===== config.mk =====
export PLATFORM = sky130hd
export DESIGN_NAME = wge_alu
export DESIGN_NICKNAME = d
export VERILOG_FILES = /design/src/rtl/wge_pkg.sv /design/src/rtl/wge_alu.sv
export SDC_FILE = /design/constraint.sdc
export NUM_CORES = 2
export LEC_CHECK = 0
export BUFFER_PORTS_ARGS = -buffer_cell sky130_fd_sc_hd__buf_2
export CORE_MARGIN = 5
export CORE_UTILIZATION = 45
export CTS_CLUSTER_SIZE = 30
export DETAILED_ROUTE_END_ITERATION = 10
export PLACE_DENSITY = 0.73
export RECOVER_POWER = 100
export SKIP_LAST_GASP = 1
export SYNTH_ARGS = -nofsm -noshare
export SYNTH_HDL_FRONTEND = slang
export SYNTH_SLANG_ARGS = --single-unit

===== constraint.sdc =====
create_clock -name clk_i -period 11.2 [get_ports clk_i]
set_clock_uncertainty 0.05 [all_clocks]
set_input_delay 1.68 -clock clk_i [delete_from_list [all_inputs] [get_ports clk_i]]
set_output_delay 1.68 -clock clk_i [all_outputs]
set_load 0.05 [all_outputs]

===== src/rtl/wge_pkg.sv =====
// shared constants, types and helpers for the wormhole geodesic step block
package wge_pkg;

  localparam int FracBits   = 24;
  localparam int CordicIter = 24;
  localparam int CordicMax  = 30;
  localparam int CordicN    = (CordicIter < CordicMax) ? CordicIter : CordicMax;
  localparam int Q30Shift   = 30 - FracBits;

  localparam logic signed [35:0] TwoPiQ30  = 36'sd6746518852;
  localparam logic signed [35:0] PiQ30     = 36'sd3373259426;
  localparam logic signed [35:0] HalfPiQ30 = 36'sd1686629713;
  localparam logic signed [35:0] GainQ30   = 36'sd652032874;

  localparam logic [30:0] ThroatResetVal = 31'(64'd4 << FracBits);
  localparam logic [24:0] StepResetVal   = 25'((64'd1 << FracBits) / 100);

  typedef enum logic [0:0] {
    CFG_THROAT = 1'b0,
    CFG_STEP   = 1'b1
  } cfg_idx_e;

  typedef enum logic [0:0] {
    MODE_LOAD = 1'b0,
    MODE_STEP = 1'b1
  } mode_e;

  // multiplier / divider operation codes
  typedef enum logic [1:0] {
    OP_MUL = 2'd0,
    OP_DIV = 2'd1
  } op_e;

  typedef struct packed {
    logic              start;
    op_e               op;
    logic signed [63:0] a;
    logic signed [63:0] b;
  } alu_req_t;

  typedef struct packed {
    logic               done;
    logic signed [63:0] res;
    logic               sat;
  } alu_rsp_t;

  function automatic logic signed [35:0] atan_q30(input logic [4:0] i);
    unique case (i)
      5'd0:  return 36'sd843314857;
      5'd1:  return 36'sd497837829;
      5'd2:  return 36'sd263043837;
      5'd3:  return 36'sd133525159;
      5'd4:  return 36'sd67021687;
      5'd5:  return 36'sd33543516;
      5'd6:  return 36'sd16775851;
      5'd7:  return 36'sd8388437;
      5'd8:  return 36'sd4194283;
      5'd9:  return 36'sd2097149;
      5'd10: return 36'sd1048576;
      5'd11: return 36'sd524288;
      5'd12: return 36'sd262144;
      5'd13: return 36'sd131072;
      5'd14: return 36'sd65536;
      5'd15: return 36'sd32768;
      5'd16: return 36'sd16384;
      5'd17: return 36'sd8192;
      5'd18: return 36'sd4096;
      5'd19: return 36'sd2048;
      5'd20: return 36'sd1024;
      5'd21: return 36'sd512;
      5'd22: return 36'sd256;
      5'd23: return 36'sd128;
      5'd24: return 36'sd64;
      5'd25: return 36'sd32;
      5'd26: return 36'sd16;
      5'd27: return 36'sd8;
      5'd28: return 36'sd4;
      5'd29: return 36'sd2;
      default: return 36'sd0;
    endcase
  endfunction

  // clamp a wide signed value to 32-bit signed
  function automatic logic signed [31:0] clamp32(input logic signed [63:0] v);
    if (v > 64'sd2147483647) return 32'sh7FFFFFFF;
    if (v < -64'sd2147483648) return 32'sh80000000;
    return v[31:0];
  endfunction

  function automatic logic clamp_hit(input logic signed [63:0] v);
    return (v > 64'sd2147483647) || (v < -64'sd2147483648);
  endfunction

endpackage


===== src/rtl/wge_alu.sv =====
// shared fixed-point unit: registered multiply or bit-serial restoring divide
module wge_alu (
  input  logic              clk_i,
  input  logic              rst_ni,
  input  wge_pkg::alu_req_t req_i,
  output wge_pkg::alu_rsp_t rsp_o
);
  import wge_pkg::*;

  typedef enum logic [1:0] {
    S_IDLE,
    S_MUL,
    S_DIV,
    S_FIN
  } state_e;

  state_e             state_q;
  logic signed [63:0] a_q, b_q;
  logic signed [63:0] prod_q;
  logic [63:0]        num_q;
  logic [63:0]        den_q;
  logic [63:0]        rem_q;
  logic [63:0]        quo_q;
  logic               neg_q;
  logic [5:0]         cnt_q;
  logic               is_div_q;
  logic               done_q;
  logic signed [63:0] res_q;
  logic               sat_q;

  logic [64:0]        rem_sh;
  logic signed [63:0] qs, mres;

  always_comb begin
    rem_sh = {rem_q, num_q[63]};
    qs     = neg_q ? -$signed(quo_q) : $signed(quo_q);
    mres   = prod_q >>> FracBits;
  end

  always_ff @(posedge clk_i or negedge rst_ni) begin
    if (!rst_ni) begin
      state_q <= S_IDLE;
      done_q  <= 1'b0;
      cnt_q   <= '0;
    end else begin
      done_q <= 1'b0;
      unique case (state_q)
        S_IDLE: begin
          if (req_i.start) begin
            a_q <= req_i.a;
            b_q <= req_i.b;
            is_div_q <= (req_i.op == OP_DIV);
            if (req_i.op == OP_DIV) begin
              // magnitude of (a << frac) and of b
              num_q <= (req_i.a[63] ? 64'(-req_i.a) : 64'(req_i.a)) << FracBits;
              den_q <= req_i.b[63] ? 64'(-req_i.b) : 64'(req_i.b);
              neg_q <= req_i.a[63] ^ req_i.b[63];
              rem_q <= '0;
              quo_q <= '0;
              cnt_q <= '0;
              state_q <= S_DIV;
            end else begin
              state_q <= S_MUL;
            end
          end
        end
        S_MUL: begin
          prod_q  <= $signed(a_q[31:0]) * $signed(b_q[31:0]);
          state_q <= S_FIN;
        end
        S_DIV: begin
          if (rem_sh >= {1'b0, den_q}) begin
            rem_q <= 64'(rem_sh - {1'b0, den_q});
            quo_q <= {quo_q[62:0], 1'b1};
          end else begin
            rem_q <= rem_sh[63:0];
            quo_q <= {quo_q[62:0], 1'b0};
          end
          num_q <= num_q << 1;
          cnt_q <= cnt_q + 6'd1;
          if (cnt_q == 6'd63) state_q <= S_FIN;
        end
        S_FIN: begin
          if (is_div_q) begin
            res_q <= 64'(clamp32(qs));
            sat_q <= clamp_hit(qs);
          end else begin
            res_q <= 64'(clamp32(mres));
            sat_q <= clamp_hit(mres);
          end
          done_q  <= 1'b1;
          state_q <= S_IDLE;
        end
        default: state_q <= S_IDLE;
      endcase
    end
  end

  assign rsp_o.done = done_q;
  assign rsp_o.res  = res_q;
  assign rsp_o.sat  = sat_q;
endmodule


==> impl_metrics.py <==
metrics = {
    "synth": {
        "largest_cells_by_area_after_synthesis": "fa_1 (37%), edfxtp_1 (19%), inv_1 (7.6%)",
        "netlist.area_leader.share_pct": 37.0,
        "leading_register_cell_type_out_of_synthesis": "edfxtp_1",
        "synth_fp_nets": 7573,
        "synth-seq-cells": 380,
        "synth_enable_flop_cells": 371,
        "synth_cell_type_count": 89,
        "yosysWarnings": 0,
        "sequential_fraction_of_the_synthesis_area_pct": 19.4,
        "postSynthAreaPerCell_sq_um": 9.58,
        "syn_area_sq_um": 58500,
        "synthArstFlopShare_pct": 2.37,
        "synthCells": 6106,
        "synth_top_area_cell": "fa_1",
    },
    "run_status": {
        "failing_checks": "max-capacitance violations, max-slew violations",
        "outcome": "complete, but fails checks",
    },
    "cells_and_area": {
        "post-route-cell-area_sq_um": 61700,
        "layout.nets": 7520,
        "post_layout_nonfiller_instances": 7838,
        "final_layout_size_suffix_gt1_share_pct": 3.44,
        "syn_to_final_growth_pct": 5.41,
        "fillCellCount": 12000,
        "multi_input_comb_area_sq_um": 41100,
        "seqCellArea_sq_um": 11400,
    },
    "critical_path": {
        "worst_path_cell_trace": "clkbuf_1 -> nand2_1 -> fa_1 -> fa_1 -> fa_1 -> fa_1 -> inv_1 -> fa_1 -> fa_1 -> fa_1 -> inv_1 -> fa_1 -> inv_1 -> ha_1 -> and2_0 -> nand2_1 -> a31oi_1 -> nor3_1 -> clkbuf_1 -> o31ai_1 -> nor2_1 -> o21ai_0 -> a21boi_0 -> xnor2_1",
        "critPathCaptureType": "register",
        "worst_path_max_delay_cell": "edfxtp_1",
        "critical_path_peak_fanout": 17,
        "crit_path_frequent_cell": "fa_1",
        "register_to_register_path_setup_slack_ns": 1.00,
        "setup.worst_path.class": "register to register",
        "cp.arrival_ns": 10.45,
        "cpPeakStageDelay_ns": 1.24,
        "reg2regPathDepth": 24,
        "timing.critical_path.from_type": "register",
        "required_ns": 11.45,
    },
    "clocking": {
        "post_cts.repair.setup_buffers": 0,
        "ctsHtreeMaxLevel": 2,
        "cts-resized-gates": 0,
        "cts_root_buf": "clkbuf_16",
        "clk-insertion-delay-late_ns": 0.58,
        "clock-sinks": 380,
        "cts_inserted_buffers": 38,
        "tritoncts": "built",
        "cts-root-to-sink-buffers": 3,
        "worst_setup_hold_path_clk_slew_ns": 0.08,
        "post_cts_hold_buffer_count": 0,
    },
    "run": {
        "drv_cap": 11,
    },
    "floorplan": {
        "design.die.area_sq_um": 137000,
        "die_y_microns": 371,
        "top_level_ports": 199,
        "floorplan.core_area_sq_um": 129000,
        "initial_core_utilization_pct": 45.2,
        "rows": 132,
        "die_width_microns": 371,
    },
    "timing": {
        "timing.final.hold_violations": 0,
        "worst_slew_pin_slew_ns": 4.32,
        "slew_headroom_pct": -188,
        "setup-violations-final": 0,
        "post-route-min-period_ns": 10.20,
        "timing.fmax_ghz": 0.0981,
        "final-max-slew-violation-count": 644,
        "final_min_period_over_clock_period_pct": 91.0,
        "setup-tns-final_ns": 0,
        "grt_setup_unrepaired": "false",
    },
    "grt": {
        "grt_pass1_wl_microns": 250000,
        "grt_total_usage_pct": 22.9,
        "grt_pass1_vias": 45600,
        "maximum_number_of_pins_on_one_net_before_global_route_repair": 81,
        "globalRoute.totalOverflow": 0,
        "antenna_found_initial": 15,
    },
    "placement": {
        "gp_congestion": 0.910,
        "placement.cell_area_sq_um": 60700,
        "io_buffers": 175,
        "dp_cells": 7755,
        "detailed_placer_s_ending_hpwl_microns": 118000,
    },
    "route": {
        "vias_per_cell": 5.50,
        "ant_nets": 0,
        "initialDrtViolationCount": 3781,
        "route.vias.total": 43100,
        "drc": 0,
        "routed_wirelength_microns": 156000,
        "dr.pass1.iters": 7,
        "detail_route.wl_per_cell_microns": 19.9,
    },
    "worst_hold_path": {
        "worst_hold_path_type": "register to register",
        "whs_path_depth": 2,
    },
}
path summary, 6_finish.rpt:
path	start	to
worst max-delay path	b_q[9]	prod_q[54]
worst min-delay path	cnt_q[1]	cnt_q[1]
worst max register to register	b_q[9]	prod_q[54]
worst min register to register	cnt_q[1]	cnt_q[1]
max in group asynchronous	rst_ni	cnt_q[5]
min in group asynchronous	rst_ni	cnt_q[3]
routing by layer:
layer	global-route usage, %	wire length, microns	up-vias
met5	0	0	-
met4	8.43	6770	0
met3	4.29	14300	419
met2	37.9	73900	1952
met1	30.3	61100	21800
li1	-	-	18900
synthesized netlist by cell type, types with 7 or more instances:
cell / number
inv_1: 1185
fa_1: 1082
nand2_1: 794
and2_1: 568
edfxtp_1: 371
clkbuf_1: 303
ha_1: 252
a21oi_1: 231
o21ai_0: 176
xnor2_1: 170
nor2_1: 118
xor2_1: 84
a21o_1: 60
nand3_1: 59
o31ai_1: 51
nor3_1: 50
nand4_1: 47
nand2b_1: 38
buf_4: 34
or4_1: 34
nor4_1: 33
a21oi_2: 29
or3_1: 27
a211oi_1: 26
o21bai_1: 26
o41ai_1: 22
nor2b_1: 21
a31oi_1: 16
a21boi_0: 11
and3_1: 11
o21a_1: 11
and4_1: 10
o211ai_1: 10
or2_2: 10
dfrtp_1: 9
buf_1: 8
a221oi_1: 7
state kept, by name (all words and copies together), names as in the netlist:
register  cells
a_q          32
b_q          32
cnt_q         6
den_q        64
done_q        1
is_div_q      1
neg_q         1
num_q        40
prod_q       40
quo_q        64
rem_q        64
res_q        32
sat_q         1
state_q       2
cell families (layout without fill, tap and decap cells):
logic type / Yosys count / in the layout / synth area share [%]
compound gates: 741 / 741 / 8.11
xor+xnor: 254 / 254 / 3.80
fa+ha+maj: 1334 / 1334 / 42.4
buf+inv: 1540 / 1516 / 10.2
flops: 380 / 380 / 19.4
mux: 7 / 7 / 0.128
other cells: 0 / 14 / 0
simple gates: 1850 / 1850 / 15.9
cell usage in the layout (no fill, tap or decap), drive strengths merged, types with 84 or more instances in the layout:
| master | Yosys | layout |
|---|---|---|
| nor2 | 118 | 118 |
| inv | 1185 | 1189 |
| ha | 252 | 252 |
| clkbuf | 303 | 189 |
| nand2 | 794 | 794 |
| fa | 1082 | 1082 |
| xnor2 | 170 | 170 |
| buf | 50 | 118 |
| o21ai | 177 | 177 |
| edfxtp | 371 | 371 |
| xor2 | 84 | 84 |
| and2 | 569 | 569 |
| a21oi | 260 | 260 |
stage by stage:
stage                     hold WS, ns  utilization [%]  setup slack, ns
after floorplan                 0.426                -            0.749
after global placement          0.444             47.0             1.93
final                           0.466             47.7             1.00
after CTS                       0.472             47.9             1.79
after detailed placement        0.459             47.0             1.85
after global routing            0.502             47.7            0.694
critical path: cells and delay by family, from the launching register on:
kind | cells | cell delay (ns)
compound gates | 4 | 1.68
xor+xnor | 1 | 0.18
fa+ha+maj | 9 | 4.46
buf+inv | 5 | 1.36
flops | 1 | 1.24
simple gates | 5 | 0.91
cell type report:
| class | instances | share of cell area [%] |
|---|---|---|
| antenna | 14 | 0.0568 |
| clock buffer | 47 | 1.60 |
| clock inverter | 22 | 0.438 |
| inverter | 1187 | 7.23 |
| multi-input combinational | 4186 | 66.6 |
| sequential | 380 | 18.4 |
| tap | 1742 | 3.53 |
| timing repair buffer | 260 | 2.13 |
Power is not shown: default switching activity piles up to over one toggle a cycle in this logic, so the estimate is an artifact.
